--- src/rtl/core/zeo_pkg.sv ---
// shared types and codes for the zip64 extra field offset extractor
`default_nettype none

package zeo_pkg;

  // walker phases
  localparam logic [1:0] PH_HEADER = 2'd0;
  localparam logic [1:0] PH_SKIP   = 2'd1;
  localparam logic [1:0] PH_ZIP64  = 2'd2;
  localparam logic [1:0] PH_DONE   = 2'd3;

  // result status codes
  localparam logic [1:0] ST_FOUND   = 2'd0;
  localparam logic [1:0] ST_MISSING = 2'd1;
  localparam logic [1:0] ST_INVALID = 2'd2;

  // record id of the zip64 extended information record
  localparam logic [15:0] ZIP64_ID = 16'd1;

  // size in bytes of one 64-bit value
  localparam logic [5:0] WORD_BYTES = 6'd8;

  // one byte request as held in the input register
  typedef struct packed {
    logic [7:0] data_byte;
    logic [1:0] skip_words;
    logic       last_byte;
  } req_t;

endpackage

`default_nettype wire

--- src/rtl/core/zeo_in_reg.sv ---
// input register stage for byte requests
`default_nettype none

module zeo_in_reg import zeo_pkg::*; (
  input  wire logic       clk,
  input  wire logic       rst,
  input  wire logic       in_valid,
  output logic            in_ready,
  input  wire logic [7:0] data_byte,
  input  wire logic [1:0] skip_words,
  input  wire logic       last_byte,
  input  wire logic       advance,
  output logic            req_valid,
  output req_t            req
);

  // the register frees up when its request moves on
  assign in_ready = !req_valid || advance;

  // valid flag
  always_ff @(posedge clk) begin
    if (rst) begin
      req_valid <= 1'b0;
    end else if (in_valid && in_ready) begin
      req_valid <= 1'b1;
    end else if (advance) begin
      req_valid <= 1'b0;
    end
  end

  // payload
  always_ff @(posedge clk) begin
    if (in_valid && in_ready) begin
      req.data_byte  <= data_byte;
      req.skip_words <= skip_words;
      req.last_byte  <= last_byte;
    end
  end

endmodule

`default_nettype wire

--- src/rtl/core/zeo_walker.sv ---
// record walker state and result register
`default_nettype none

module zeo_walker import zeo_pkg::*; (
  input  wire logic        clk,
  input  wire logic        rst,
  input  wire logic        req_valid,
  input  wire req_t        req,
  output logic             advance,
  output logic             out_valid,
  input  wire logic        out_ready,
  output logic [63:0]      local_offset,
  output logic [1:0]       status
);

  // field state
  logic        mid_field;
  logic [1:0]  phase;
  logic [1:0]  header_count;
  logic [15:0] record_id;
  logic [15:0] body_left;
  logic [15:0] body_index;
  logic [1:0]  skip_latched;
  logic [63:0] value_accumulator;
  logic [1:0]  outcome;

  logic [1:0]  phase_next;
  logic [1:0]  header_count_next;
  logic [15:0] record_id_next;
  logic [15:0] body_left_next;
  logic [15:0] body_index_next;
  logic [1:0]  skip_latched_next;
  logic [63:0] value_accumulator_next;
  logic [1:0]  outcome_next;

  logic        take;
  logic [4:0]  start;
  logic [5:0]  limit;
  logic [15:0] hdr_left;
  logic [1:0]  st;

  // a request moves on unless a result is stuck in the output register
  assign advance = !out_valid || out_ready;
  assign take    = req_valid && advance;

  // byte step: first byte of a field starts from a clean state
  always_comb begin
    phase_next             = mid_field ? phase : PH_HEADER;
    header_count_next      = mid_field ? header_count : 2'd0;
    record_id_next         = mid_field ? record_id : 16'd0;
    body_left_next         = mid_field ? body_left : 16'd0;
    body_index_next        = mid_field ? body_index : 16'd0;
    skip_latched_next      = mid_field ? skip_latched : req.skip_words;
    value_accumulator_next = mid_field ? value_accumulator : 64'd0;
    outcome_next           = mid_field ? outcome : ST_MISSING;

    start    = {skip_latched_next, 3'b000};
    limit    = {1'b0, start} + WORD_BYTES;
    hdr_left = {req.data_byte, body_left_next[7:0]};

    case (phase_next)
      PH_HEADER: begin
        case (header_count_next)
          2'd0: record_id_next = {8'd0, req.data_byte};
          2'd1: record_id_next = {req.data_byte, record_id_next[7:0]};
          2'd2: body_left_next = {8'd0, req.data_byte};
          default: body_left_next = hdr_left;
        endcase
        header_count_next = header_count_next + 2'd1;
        // header complete: decide what the body is
        if (header_count == 2'd3 && mid_field) begin
          if (record_id_next == ZIP64_ID) begin
            if (hdr_left < {10'd0, limit}) begin
              outcome_next = ST_INVALID;
              phase_next   = PH_DONE;
            end else begin
              body_index_next        = 16'd0;
              value_accumulator_next = 64'd0;
              phase_next             = PH_ZIP64;
            end
          end else if (hdr_left != 16'd0) begin
            phase_next = PH_SKIP;
          end else begin
            phase_next = PH_HEADER;
          end
        end
      end
      PH_SKIP: begin
        body_left_next = body_left_next - 16'd1;
        if (body_left_next == 16'd0) begin
          phase_next = PH_HEADER;
        end
      end
      PH_ZIP64: begin
        // capture the offset bytes, little-endian
        if (body_index_next >= {11'd0, start} && body_index_next < {10'd0, limit}) begin
          value_accumulator_next[{body_index_next[2:0], 3'b000} +: 8] = req.data_byte;
        end
        body_index_next = body_index_next + 16'd1;
        body_left_next  = body_left_next - 16'd1;
        if (body_left_next == 16'd0) begin
          outcome_next = ST_FOUND;
          phase_next   = PH_DONE;
        end
      end
      default: begin
      end
    endcase

    // final status of the field
    st = (phase_next == PH_ZIP64) ? ST_INVALID : outcome_next;
  end

  // state registers
  always_ff @(posedge clk) begin
    if (rst) begin
      mid_field    <= 1'b0;
      phase        <= PH_HEADER;
      header_count <= 2'd0;
      outcome      <= ST_MISSING;
    end else if (take) begin
      mid_field    <= !req.last_byte;
      phase        <= phase_next;
      header_count <= header_count_next;
      outcome      <= outcome_next;
    end
  end

  always_ff @(posedge clk) begin
    if (take) begin
      record_id         <= record_id_next;
      body_left         <= body_left_next;
      body_index        <= body_index_next;
      skip_latched      <= skip_latched_next;
      value_accumulator <= value_accumulator_next;
    end
  end

  // result register
  always_ff @(posedge clk) begin
    if (rst) begin
      out_valid <= 1'b0;
    end else if (take && req.last_byte) begin
      out_valid <= 1'b1;
    end else if (out_ready) begin
      out_valid <= 1'b0;
    end
  end

  always_ff @(posedge clk) begin
    if (take && req.last_byte) begin
      status       <= st;
      local_offset <= (st == ST_FOUND) ? value_accumulator_next : 64'd0;
    end
  end

  // status is always one of the three defined codes
  a_status_code: assert property (@(posedge clk) disable iff (rst)
    out_valid |-> (status == ST_FOUND || status == ST_MISSING || status == ST_INVALID))
    else $error("bad status code");

  // offset is zero unless the record was found
  a_offset_zero: assert property (@(posedge clk) disable iff (rst)
    (out_valid && status != ST_FOUND) |-> local_offset == 64'd0)
    else $error("offset not cleared");

  // the last byte closes the field
  a_field_close: assert property (@(posedge clk) disable iff (rst)
    (take && req.last_byte) |=> (!mid_field && out_valid))
    else $error("field not closed");

  // a capture phase always has body bytes left
  a_body_left: assert property (@(posedge clk) disable iff (rst)
    (mid_field && phase == PH_ZIP64) |-> body_left != 16'd0)
    else $error("empty body in capture phase");

endmodule

`default_nettype wire

--- src/rtl/core/zip64_extra_offset_extractor.sv ---
// top level of the zip64 extra field offset extractor
//
//  channel | signals                                    | handshake
//  --------+--------------------------------------------+-----------------------
//  input   | data_byte, skip_words, last_byte           | in_valid / in_ready
//  output  | local_offset, status                       | out_valid / out_ready
//
// one byte request per cycle while in_ready is high; once the last byte of a field is
// accepted, the walker updates from the input register into the result register,
// which raises out_valid; an unaccepted result ahead of it holds the byte back.
// rst is synchronous and clears the walker to the start of a field.
// in_ready drops only while a result sits unaccepted and the input register
// is full; the input register and the result register part the two sides.
`default_nettype none

module zip64_extra_offset_extractor import zeo_pkg::*; (
  input  wire logic        clk,
  input  wire logic        rst,
  input  wire logic        in_valid,
  output logic             in_ready,
  input  wire logic [7:0]  data_byte,
  input  wire logic [1:0]  skip_words,
  input  wire logic        last_byte,
  output logic             out_valid,
  input  wire logic        out_ready,
  output logic [63:0]      local_offset,
  output logic [1:0]       status
);

  logic advance;
  logic req_valid;
  req_t req;

  // input register
  zeo_in_reg u_in_reg (
    .clk        (clk),
    .rst        (rst),
    .in_valid   (in_valid),
    .in_ready   (in_ready),
    .data_byte  (data_byte),
    .skip_words (skip_words),
    .last_byte  (last_byte),
    .advance    (advance),
    .req_valid  (req_valid),
    .req        (req)
  );

  // record walker and result register
  zeo_walker u_walker (
    .clk          (clk),
    .rst          (rst),
    .req_valid    (req_valid),
    .req          (req),
    .advance      (advance),
    .out_valid    (out_valid),
    .out_ready    (out_ready),
    .local_offset (local_offset),
    .status       (status)
  );

endmodule

`default_nettype wire

--- config.mk ---
export PLATFORM = sky130hd
export DESIGN_NAME = zip64_extra_offset_extractor
export DESIGN_NICKNAME = d
export VERILOG_FILES = /design/src/rtl/core/zeo_pkg.sv /design/src/rtl/core/zeo_in_reg.sv /design/src/rtl/core/zeo_walker.sv /design/src/rtl/core/zip64_extra_offset_extractor.sv
export SDC_FILE = /design/constraint.sdc
export NUM_CORES = 1
export LEC_CHECK = 0
export BUFFER_PORTS_ARGS = -buffer_cell sky130_fd_sc_hd__buf_4
export CAP_MARGIN = 25
export CORE_MARGIN = 2
export CORE_UTILIZATION = 60
export DETAILED_ROUTE_END_ITERATION = 8
export PLACE_DENSITY = 0.8
export SLEW_MARGIN = 20
export SYNTH_ARGS = -nofsm -noshare
export SYNTH_HDL_FRONTEND = slang
export SYNTH_SLANG_ARGS = --single-unit
export TNS_END_PERCENT = 5
--- constraint.sdc ---
create_clock -name clk -period 7.7 [get_ports clk]
set_clock_uncertainty 0.1 [all_clocks]
set_input_delay 1.54 -clock clk [delete_from_list [all_inputs] [get_ports clk]]
set_output_delay 1.54 -clock clk [all_outputs]
set_load 0.01 [all_outputs]
## After elaboration in Yosys (flattened, before gate mapping)

Cells that the tools add are included.

| word-level totals | value |
|---|---|
| output and inout port bits | 68 |
| ROM bits | 0 |
| memory bits (writable) | 0 |
| bits in latches | 0 |
| bits in registers | 200 |
| bits of input ports | 15 |
| word-level logic and storage cells | 93 |
| memories | 0 |

| cells by class | value |
|---|---|
| add/subtract/negate cells | 5 |
| $mul | 0 |
| divide/modulo/power cells | 0 |
| bitwise logic cells | 0 |
| reduce and logical (&&, ||, !) cells | 19 |
| eq/ne operators | 7 |
| shift operators | 2 |
| mux-type cells | 41 |
| magnitude comparators | 3 |

Operators with widths:

| kind | number |
|---|---|
| $mux W64 | 5 |
| $mux W16 | 8 |
| $pmux W16 S2 | 4 |
| $pmux W64 S2 | 1 |
| $bwmux W64 | 1 |
| $shift A8 B8 Y64 const A | 1 |
| $shiftx A8 B8 Y64 | 1 |
| $lt A16 B6 Y1 | 2 |
| $mux W2 | 14 |
| $add A16 B1 Y16 const B | 1 |
| $eq A16 B1 Y1 const B | 1 |
| $ge A16 B5 Y1 | 1 |
| $logic_not A16 Y1 | 1 |
| $reduce_bool A16 Y1 | 1 |
| $sub A16 B1 Y16 const B | 1 |
| $eq A2 B2 Y1 const B | 4 |
| $neg A6 Y8 | 1 |
| $add A5 B4 Y6 const B | 1 |
| $logic_not A2 Y1 | 3 |
| $mux W1 | 6 |
| $pmux W2 S3 | 1 |
| $logic_and A1 B1 Y1 | 5 |
| $eq A2 B1 Y1 const B | 2 |
| $pmux W2 S2 | 1 |
| other kinds (5) | 10 |

## Depth between registers and ports, before layout

Gate-level depths: netlist (run 1).

| depth | value |
|---|---|
| depth after elaboration | 11 |
| mapped depth | 20 |
| depth with buffers taken out | 13 |

## Modules after synthesis

From an unflattened synthesis (run 1), not the netlist that was laid out.

| unflattened totals | value |
|---|---|
| cell total of the unflattened synthesis | 916 |
| area, all modules | 10244.8 um^2 |

By module, submodules not included:

| module | seq. area each (um^2) | cells an instance | area each (um^2) | times used |
|---|---|---|---|---|
| zeo_walker | 5565.3 | 900 | 9859.5 | 1 |
| zeo_in_reg | 350.3 | 16 | 385.4 | 1 |

## Least setup slack after synthesis (run 1)

Ideal clock, no wire load.

| path | value |
|---|---|
| path kind | input to register |
| from | input out_ready |
| to | register u_walker.local_offset[0] (enable) |
| buffers on the path | 0 |
| arrival | 5.740 ns |
| required time | 7.179 ns |
| stages on the path | 5 |
| slack | 1.439 ns |
| library setup time | 0.421 ns |
| cells stage by stage | nand2b_1 nand2_1 inv_1 nand2_1 inv_1 |

| between the ends | value |
|---|---|
| longest elaborated chain between the ends | 3 |

Ends and longest elaborated chain:

| item | line | text |
|---|---|---|
| start: declaration | zip64_extra_offset_extractor.sv:25 | `input wire logic out_ready,` |
| $logic_or A1 B1 Y1 | zeo_walker.sv:43 | `assign advance = !out_valid \|\| out_ready;` |
| $logic_and A1 B1 Y1 | zeo_walker.sv:44 | `assign take = req_valid && advance;` |
| net u_walker.take | zeo_walker.sv:36 | `logic take;` |
| $logic_and A1 B1 Y1 | zeo_walker.sv:151 | `if (take && req.last_byte) begin` |
| end signal: assignment | zeo_walker.sv:153 | `local_offset <= (st == ST_FOUND) ? value_accumulator_next : 64'd0;` |
| end: declaration | zeo_walker.sv:12 | `output logic [63:0] local_offset,` |

The timed path passes the listed nets, and every way through them passes these cells.
A chain may end at the register's enable or synchronous reset.

## Worst setup path after layout (run 1)

| path | value |
|---|---|
| from | register u_walker.mid_field |
| to | register u_walker.local_offset[61] (data pin) |

| between the ends | value |
|---|---|
| elaborated cells on any way between the ends | 49 |
| classes of those cells | add/sub (3); order compare (3); eq/ne (5); shift (2); mux (29); reduce/logical (7) |

RTL lines:

| item | line | text |
|---|---|---|
| start: declaration | zeo_walker.sv:17 | `logic mid_field;` |
| start signal: assignment | zeo_walker.sv:122 | `mid_field <= !req.last_byte;` |
| $mux W2 (*) | zeo_walker.sv:53 | `skip_latched_next = mid_field ? skip_latched : req.skip_words;` |
| net u_walker.skip_latched_next[1] | zeo_walker.sv:32 | `logic [1:0] skip_latched_next;` |
| $add A5 B4 Y6 | zeo_walker.sv:58 | `limit = {1'b0, start} + WORD_BYTES;` |
| $lt A16 B6 Y1 | zeo_walker.sv:73 | `if (hdr_left < {10'd0, limit}) begin` |
| $mux W1 | zeo_walker.sv:73 |  |
| $mux W2 | zeo_walker.sv:72 | `if (record_id_next == ZIP64_ID) begin` |
| $mux W2 | zeo_walker.sv:71 | `if (header_count == 2'd3 && mid_field) begin` |
| $pmux W2 S3 | zeo_walker.sv:61 | `case (phase_next)` |
| $eq A2 B2 Y1 | zeo_walker.sv:111 | `st = (phase_next == PH_ZIP64) ? ST_INVALID : outcome_next;` |
| $mux W2 | zeo_walker.sv:111 |  |
| $logic_not A2 Y1 | zeo_walker.sv:153 |  |

The timed path passes the listed nets; every way through them passes the cells marked *. The select of a mux whose other input is x is not followed.

==> run metrics, run 1 <==
Port Buffers 82; clk sinks 200; Max Cap Viol 0; mean number of vias per cell around 6.4; synthesis-to-finish area growth 12.4%; RR Startpoint u_walker.mid_field; post-route ant nets 0; startpoint type of the worst setup path flop; Ant. Diodes 0; r2r endpoint u_walker.local_offset[61]; Die ar. between 15000 and 20000 um2; Initial DRC Count about 1k; Post-Syn Area between 10000 and 15000 um2; Max Fclk 200 MHz; CTS clk-pin slew, worst paths 70 ps; crit-path max FO a little over 80; most common cell in the synthesized netlist edfxtp_1; top cell type's share of synthesized area 0.553; initial core utilization 0.606; Setup Fix Bufs, Post-CTS 0; total track usage 0.264; Worst R2R Path Depth 15; syn avg cell area between 10 and 15 um2; pre-CTS setup slack approximately 2800 ps; post-route insts no fill 1205; multi-input logic area a little over 4000 um2; Tmin final ~5000 ps; clock buffer depth 2; layout cells sized above 1 0.149; core area approximately 17000 um2; Hold Violations, Final 0; CTS tree yes; largest net degree at the start of global routing 84; RSZ-0062 raised after global routing no; DP Wirelength ~15 mm; Post-synth EDFFs 191; Register Area between 5000 and 6000 um2; sequential fraction of design power 0.547; switching part of the total 0.246; Rows 48; Worst slew margin 0.344; cell count after synthesis roughly 920; syn nets 960; asr flop ratio synth 0; Synthesis Warnings 0; vias in the first global route between 6k and 7k; cts bufs inserted 17; first-pass GRT wire length approximately 37 mm; pins over their slew limit 0; H-Tree Depth 4; outcome complete, no violations; worst endpoint required time between 7000 and 8000 ps; CP startpoint u_walker.mid_field; I/O pin count 83; total power 2.34 mW; CTS root buf clkbuf_16; # setup viols final 0; sw power 0.575 mW; commonest register cell after synthesis edfxtp_1; Comb power frac 0.082; area leader, netlist edfxtp_1; Cell Pwr Density between 200 and 250 nW/um2; drt pass-1 iters 6; nets@finish around 1.0k; Die Y 136 um; Min-Delay Path Class flop to flop; sum of negative setup slack 0 ps; Final period util 0.650; Filler Cell Count about 1.3k; Skew-Pair Late Insertion Delay around 440 ps; Resized Gates After CTS 0; commonest cells in the netlist 191 x edfxtp_1, 97 x nand2_1, 69 x and2_1; Seq cells post-synth 200; Slew @ Worst Pin around 980 ps; placed cells between 1k and 1.5k; hold buffer count at cts 0; initial antenna violation count 0; final setup margin 2700 ps; wire per inst just under 20 um; Clock power frac 0.371; total grt overflow 0; CP arrival ~5200 ps; drt total wl around 24 mm; Int Power between 1.5 and 2 mW; post-synth cell types 71; Worst Setup EP u_walker.local_offset[61]; Core Util, Final 0.682; CP endpoint kind flop; leakage slightly above 4 nW; Vias around 7.7k; post-synthesis sequential area ratio 0.570; drt drc 0; VDD IR-drop max between 0.15 and 0.2 mV; Synth area leaders edfxtp_1 55%, and2_1 4.2%, nand2_1 3.5%; R2R setup slack around 2700 ps; RePlAce Congestion 0.888; critical path class flop to flop; Die W between 100 and 150 um
flip-flops by register name, indices dropped and copies added, names as in the netlist:
| signal | cells |
|---|---|
| u_in_reg.req_valid | 1 |
| u_in_reg.req | 11 |
| u_walker.body_left | 16 |
| u_walker.phase | 2 |
| u_walker.mid_field | 1 |
| u_walker.value_accumulator | 64 |
| u_walker.outcome | 2 |
| u_walker.local_offset | 64 |
| u_walker.out_valid | 1 |
| u_walker.record_id | 16 |
| u_walker.header_count | 2 |
| u_walker.body_index | 16 |
| u_walker.status | 2 |
| u_walker.skip_latched | 2 |
per-layer routing:
layer	track usage	up-vias	wire, um
li1	-	3612	-
met1	0.389	3679	10300
met2	0.393	403	10800
met3	0.0520	53	1880
met4	0.0926	0	550
met5	0	-	0
stage by stage:
stage	hold slack, ps	instance area (um2)
floorplan	335	10400
global placement	346	11100
detailed placement	354	11100
CTS	370	11700
global route	408	11700
finish	368	11700
how the worst min path moves through the flow:
stage                        startpoint  depth (start not counted)                  end
floorplan           u_walker.outcome[0]                          1  u_walker.outcome[0]
global placement    u_walker.outcome[0]                          1  u_walker.outcome[0]
detailed placement  u_walker.outcome[0]                          1  u_walker.outcome[0]
CTS                 u_walker.outcome[0]                          1  u_walker.outcome[0]
global route        u_walker.outcome[0]                          1  u_walker.outcome[0]
finish              u_walker.outcome[0]                          1  u_walker.outcome[0]
power by group through the flow:
stage               registers, mW  clock network (mW)  logic, mW
floorplan                    1.28                   0      0.141
global placement             1.30                   0      0.186
detailed placement           1.30                   0      0.190
CTS                          1.28               0.876      0.191
global route                 1.28               0.923      0.213
finish                       1.28               0.868      0.193
worst max-delay path: stages, from the launching register on:
cell and delay, ps:
dfxtp_4 650, buf_4 640, mux2i_1 320, inv_1 90, ha_1 280, inv_1 60, ha_1 270, o211ai_1 80
a21oi_1 60, a2111oi_0 400, buf_4 220, nand4b_1 130, o21ai_0 190, a32o_1 220, o311a_2 820, and3_1 280
cell type report:
cell class | instances | share of cell area
repair buffers | 89 | 0.0573
clock inverters | 13 | 0.0119
clock buffers | 18 | 0.0368
flip-flops and latches | 200 | 0.507
multi-input cells | 635 | 0.354
well taps | 225 | 0.0241
inverters | 25 | 0.00826
logic make-up after synthesis:
kind of cell,Yosys count,share of synthesized area
AO/OA/AOI/OAI,258,0.184
XOR/XNOR,8,0.00675
adder cells (fa/ha/maj),22,0.0265
AND/OR/NAND/NOR,338,0.171
multiplexers,9,0.00892
buffers and inverters,88,0.0327
flip-flops,200,0.570
cells in the final DEF, fill, tap and decap left out, types with 4 or more instances in the layout:
cell type | synthesis | routed
nor4_1 | 12 | 11
a211oi_1 | 5 | 5
clkbuf_16 | 0 | 17
dfxtp_1 | 9 | 8
a21oi_1 | 44 | 44
ha_1 | 22 | 21
nand2b_1 | 14 | 14
a32o_1 | 6 | 6
o21ai_0 | 57 | 57
nand3_1 | 17 | 17
and3_1 | 27 | 27
o22ai_1 | 8 | 8
nor2_1 | 46 | 46
a22o_1 | 39 | 39
o31ai_1 | 5 | 5
or3_1 | 5 | 5
mux2i_1 | 7 | 7
a22oi_1 | 15 | 15
o211ai_1 | 5 | 5
edfxtp_1 | 191 | 191
xnor2_1 | 7 | 7
nand4_1 | 9 | 9
or4_1 | 9 | 9
inv_1 | 23 | 21
o2bb2ai_1 | 31 | 31
inv_6 | 0 | 4
buf_4 | 0 | 89
a221oi_1 | 4 | 4
o32ai_1 | 5 | 5
and2_1 | 69 | 69
nor3_1 | 13 | 13
a21o_1 | 4 | 4
nand2_1 | 97 | 97
(Power assumes the default switching activity.)
==> inputs of run 2 (changes only) <==
--- a/config.mk
+++ b/config.mk
@@ -8,9 +8,9 @@
 export BUFFER_PORTS_ARGS = -buffer_cell sky130_fd_sc_hd__buf_4
 export CAP_MARGIN = 25
 export CORE_MARGIN = 2
-export CORE_UTILIZATION = 60
+export CORE_UTILIZATION = 55
 export DETAILED_ROUTE_END_ITERATION = 8
-export PLACE_DENSITY = 0.8
+export PLACE_DENSITY = 0.77
 export SLEW_MARGIN = 20
 export SYNTH_ARGS = -nofsm -noshare
 export SYNTH_HDL_FRONTEND = slang
==> constraint.sdc (replaced) <==
create_clock -name clk -period 4 [get_ports clk]
set_clock_uncertainty 0.1 [all_clocks]
set_input_delay 0.8 -clock clk [delete_from_list [all_inputs] [get_ports clk]]
set_output_delay 0.8 -clock clk [all_outputs]
set_load 0.01 [all_outputs]
==> run 2 against run 1 <==
  * Global-route usage fell by 1.2 points
  * Final cell count increased by 3.7%
  * Largest cell class unchanged
  * Non-clock buffer count up 34
  * Highest routed layer unchanged
==> run metrics, run 2 (synthesis results as in run 1) <==
outcome complete, no violations; Vias 7962; RePlAce Congestion 0.972; CP max stage cell buf_4; total grt overflow 0; Cell Area, Placed 11400 um2; pins over their slew limit 0; CTS clk-pin slew, worst paths about 70 ps; largest net degree at the start of global routing 70; registers with the most flip-flops u_walker.local_offset: 64 flops, u_walker.value_accumulator: 64 flops; Skew-Pair Late Insertion Delay 440 ps; max incr delay on CP 480 ps; Max Cap Viol 0; Setup Fix Bufs, Post-CTS 0; CTS root buf clkbuf_16; worst endpoint required time about 4000 ps; drt total wl about 25 mm; final setup margin between 200 and 250 ps; initial antenna violation count 0; synthesis-to-finish area growth 16.2%; vias in the first global route between 7k and 8k; I/O pin count 83; CP arrival about 3900 ps; RR Startpoint u_walker.mid_field; wire per inst between 15 and 20 um; Worst R2R Path Depth 12; most frequent cells in the layout 191 x edfxtp_1, 120 x buf_4, 96 x nand2_1, 69 x and2_1, 57 x o21ai_0; RSZ-0062 raised after global routing no; VDD IR-drop max between 0.3 and 0.4 mV; layout cells sized above 1 0.182; Max Fclk 266 MHz; total track usage 0.252; WHS roughly 370 ps; Final period util 0.940; Core Util, Final 0.649; mean number of vias per cell approximately 6.4; hold buffer count at cts 0; initial core utilization 0.559; drt pass-1 iters 5; clock buffer depth 2; H-Tree Depth 4; placed cells approximately 1.2k; Port Buffers just over 80; crit-path max FO 69; startpoint type of the worst setup path flop; leakage around 4.4 nW; Worst slew margin 0.546; # setup viols final 0; cts bufs inserted 17; Min-Delay Path Class flop to flop; crit path cell chain buf_4 -> nand2_1 -> inv_1 -> ha_1 -> a21oi_1 -> o21ai_0 -> a211oi_1 -> nand2b_1 -> o31ai_1 -> a31oi_4 -> a22o_1 -> and2_1; Initial DRC Count ~890; post-route insts no fill between 1k and 1.5k; total power roughly 4.7 mW; Ant. Diodes 0; most common cell after layout, fill and taps aside edfxtp_1; CTS tree yes; Resized Gates After CTS 0; Die ar. about 20000 um2; sum of negative setup slack 0 ps; drt drc 0; post-route design area around 12000 um2; HP Start u_walker.outcome[0]; Die Y approximately 140 um; CP startpoint u_walker.mid_field; post-route ant nets 0; Cell Pwr Density just under 400 nW/um2; pre-CTS setup slack 275 ps; first-pass GRT wire length just under 40 mm; Rows 50; clk sinks 200; CP endpoint kind flop; Die W roughly 140 um; Slew @ Worst Pin 678 ps; core area 18600 um2; Hold Violations, Final 0; critical path class flop to flop; hold path depth 1; DP Wirelength 16.5 mm; Tmin final between 3000 and 4000 ps; nets@finish 1039
==> run 2: changes by cell type in the layout (fill, tap and decap cells not counted), sizes merged <==
cell,delta
bufinv,+2
buf,+34
clkinvlp,+1
clkinv,-2
==> run 2: final cells by class <==
| cell class | count | area [um2] |
|---|---|---|
| timing repair buffer | 123 | 961 |
| fill | 1427 | 6520 |
| inverter | 25 | 97.6 |
| clock inverter | 14 | 204 |
| sequential | 200 | 5920 |
| tap | 234 | 293 |
| multi-input combinational | 635 | 4160 |
| clock buffer | 18 | 429 |
==> run 2: per-layer routing <==
layer | GRT usage | share of wire | vias up
met4 | 0.109 | 0.032 | 0
met3 | 0.0476 | 0.070 | 59
met1 | 0.356 | 0.44 | 3835
met5 | 0 | 0 | -
li1 | - | - | 3681
met2 | 0.383 | 0.46 | 387
==> run 2: critical path: cells and delay by family (launching register included) <==
family | cells | cell delay (ps)
simple gates | 3 | 550
compound gates | 6 | 1510
fa+ha+maj | 1 | 260
buf+inv | 2 | 630
flops | 1 | 440
==> run 2: final timing paths <==
check | slack, ps | endpoint
worst max-delay path | 240 | u_walker.local_offset[0]
worst min register to register | 370 | u_walker.outcome[0]
worst min-delay path | 370 | u_walker.outcome[0]
worst max register to register | 240 | u_walker.local_offset[0]
==> run 2: power breakdown <==
group,total (mW),internal [mW],switching [mW]
logic,0.432,0.163,0.269
registers,2.43,2.38,0.0545
clock network,1.85,1.02,0.834
total,4.72,3.56,1.16
==> inputs of run 3 (changes only) <==
--- a/config.mk
+++ b/config.mk
@@ -8,11 +8,12 @@
 export BUFFER_PORTS_ARGS = -buffer_cell sky130_fd_sc_hd__buf_4
 export CAP_MARGIN = 25
 export CORE_MARGIN = 2
-export CORE_UTILIZATION = 55
+export CORE_UTILIZATION = 65
 export DETAILED_ROUTE_END_ITERATION = 8
-export PLACE_DENSITY = 0.77
+export PLACE_DENSITY = 0.86
 export SLEW_MARGIN = 20
 export SYNTH_ARGS = -nofsm -noshare
 export SYNTH_HDL_FRONTEND = slang
+export SYNTH_HIERARCHICAL = 1
 export SYNTH_SLANG_ARGS = --single-unit
 export TNS_END_PERCENT = 5
==> constraint.sdc (replaced) <==
create_clock -name clk -period 4.4 [get_ports clk]
set_clock_uncertainty 0.1 [all_clocks]
set_input_delay 0.88 -clock clk [delete_from_list [all_inputs] [get_ports clk]]
set_output_delay 0.88 -clock clk [all_outputs]
set_load 0.05 [all_outputs]
==> run 3 against run 2 <==
  * Synthesized area decreased by 1.3%
  * Fmax decreased by 9.6%
  * Power decreased by 14%
  * Combinational power decreased by 17%
  * Clock power decreased by 21%
  * Die area decreased by 16%
  * Sequential cell count unchanged
  * Via count increased by 0.41%
  * Largest power group unchanged
==> run metrics, run 3 <==
leakage approximately 4.2 nW; r2r endpoint u_walker/local_offset[43]; Post-Syn Area 10200 um2; startpoint type of the worst setup path flop; Worst R2R Path Depth 15; H-Tree Depth 4; Cell Area, Placed 11000 um2; crit-path max FO approximately 50; R2R setup slack 240 ps; largest net degree at the start of global routing just over 80; final setup margin ~240 ps; crit path cell chain buf_12 -> mux2i_1 -> inv_1 -> ha_1 -> inv_1 -> ha_1 -> o2111ai_1 -> nand3_1 -> a21oi_1 -> o41a_1 -> buf_4 -> a21oi_1 -> nor2_1 -> nand2_1 -> a21oi_2; initial antenna violation count 0; pre-CTS setup slack 348 ps; Die Y 130 um; synthesis-to-finish area growth 13.1%; Setup Fix Bufs, Post-CTS 0; cell count after synthesis about 920; most frequent cells in the layout 191 x edfxtp_1, 144 x nand2_1, 94 x buf_4, 55 x nand3_1, 44 x o21ai_0; clk sinks 200; placed cells around 1.2k; Cell Pwr Density 349 nW/um2; Resized Gates After CTS 0; pins over their slew limit 0; commonest cells in the netlist 191 x edfxtp_1, 144 x nand2_1, 55 x nand3_1; wire per inst about 20 um; Worst slew margin 0.327; post-synthesis sequential area ratio 0.577; total power roughly 4.0 mW; Slew @ Worst Pin approximately 1000 ps; compound-gate portion of the synthesized area 0.174; syn nets 956; drt total wl between 20 and 25 mm; critical path class flop to flop; drt drc 0; first-pass GRT wire length 37.5 mm; DP Wirelength ~16 mm; area leader, netlist edfxtp_1; Synth area leaders edfxtp_1 56%, nand2_1 5.3%, ha_1 3.1%; Tmin final around 4200 ps; syn avg cell area between 10 and 15 um2; initial core utilization 0.669; Ant. Diodes 0; Initial DRC Count around 1.1k; mean number of vias per cell ~6.6; VDD IR-drop max between 0.2 and 0.3 mV; Min-Delay Path Class flop to flop; layout cells sized above 1 0.188; total track usage 0.292; CP arrival about 4400 ps; commonest register cell after synthesis edfxtp_1; RSZ-0062 raised after global routing no; vias in the first global route just over 7k; core area 15300 um2; post-synthesis mux area share 0.00501; RR Startpoint u_walker/mid_field; Post-Synth Adder-Cell Area 0.0305; Synthesis Warnings 6; Hold Crit Endpoint u_walker/outcome[0]; Skew-Pair Late Insertion Delay between 400 and 500 ps; total grt overflow 0; CP endpoint kind flop; most common cell in the synthesized netlist edfxtp_1; Die ar. roughly 17000 um2; outcome complete, no violations; max incr delay on CP ~540 ps; most common cell after layout, fill and taps aside edfxtp_1; registers with the most flip-flops u_walker/local_offset: 64 flops, u_walker/value_accumulator: 64 flops; hold buffer count at cts 0; Seq cells post-synth 200; asr flop ratio synth 0; largest family of logic cells by synthesized area simple AND/OR/NAND/NOR gates; I/O pin count 83; top cell type's share of synthesized area 0.560; CTS root buf clkbuf_16; WHS approximately 400 ps; HP Start u_walker/outcome[0]; worst endpoint required time about 4600 ps; CTS clk-pin slew, worst paths 70 ps; CTS tree yes; post-synth cell types 74; Die W between 100 and 150 um; Hold Violations, Final 0; # setup viols final 0; post-route design area 11600 um2; CP max stage cell nor2_1; sum of negative setup slack 0 ps; cts bufs inserted 17; nets@finish between 1k and 1.5k; Final period util 0.944; Core Util, Final 0.757; Max Cap Viol 0; hold path depth 1; post-route ant nets 0; RePlAce Congestion between 0.9 and 1; drt pass-1 iters 5; xor and xnor area share after synthesis 0.00256; Vias 7995; Synth Area in Simple Gates 0.175; Rows 45; Max Fclk between 200 and 250 MHz; Port Buffers roughly 80; post-route insts no fill roughly 1.2k; Post-synth EDFFs 191; clock buffer depth 2
==> run 3: cell types whose count changed after synthesis, moves of 8 or more <==
cell,delta
nand3_1,+38
nand2_1,+47
clkbuf_1,-18
o21ai_1,+8
nor2_1,-14
and2_1,-63
a21oi_1,-12
a22o_1,-30
and3_1,-10
nor2b_1,+32
o21ai_0,-12
nand2b_1,-11
a21oi_2,+33
==> run 3: critical path: cells and delay by family (launching register included) <==
family                   cells  cell delay [ps]
AO/OA/AOI/OAI                5              890
adder cells (fa/ha/maj)      2              610
buffers and inverters        4              670
flip-flops                   1              530
multiplexers                 1              280
AND/OR/NAND/NOR              3              910
==> run 3: metal layers <==
layer  part of all wire  track usage  wire, um  up-vias
li1                   -            -         -     3611
met1               0.39        0.394      9330     3769
met2               0.49        0.481     11800      536
met3               0.10       0.0528      2430       79
met4              0.027        0.108       658        0
met5                  0            0         0        -
==> run 3: worst max path at each step <==
stage	start	endpoint	slack, ps	cells past startpoint
detailed placement	u_walker/mid_field	u_walker/local_offset[36]	350	13
floorplan	u_walker/mid_field	u_walker/local_offset[0]	-280	18
CTS	u_walker/mid_field	u_walker/local_offset[7]	250	15
finish	u_walker/mid_field	u_walker/local_offset[43]	240	15
global placement	u_walker/mid_field	u_walker/local_offset[9]	540	14
global route	u_walker/mid_field	u_walker/local_offset[35]	30	15
==> run 3: power breakdown <==
group	switching [mW]	internal (mW)
combinational	0.245	0.116
sequential	0.0649	2.16
clock	0.721	0.741
==> run 3: final cells by class <==
cell class,count,area (um2)
Tap cell,211,264
Clock inverter,13,109
Clock buffer,19,433
Inverter,28,108
Timing Repair Buffer,98,791
Sequential cell,200,5920
Fill cell,973,3720
Multi-Input combinational cell,634,3970
==> run 3: cell families after synthesis <==
group | count (synthesis)
muxes | 5
adders and majority gates | 25
and+or+nand+nor | 358
xor gates and xnor gates | 3
DFF | 200
buffers and inverters | 82
AOI/OAI and AO/OA | 243
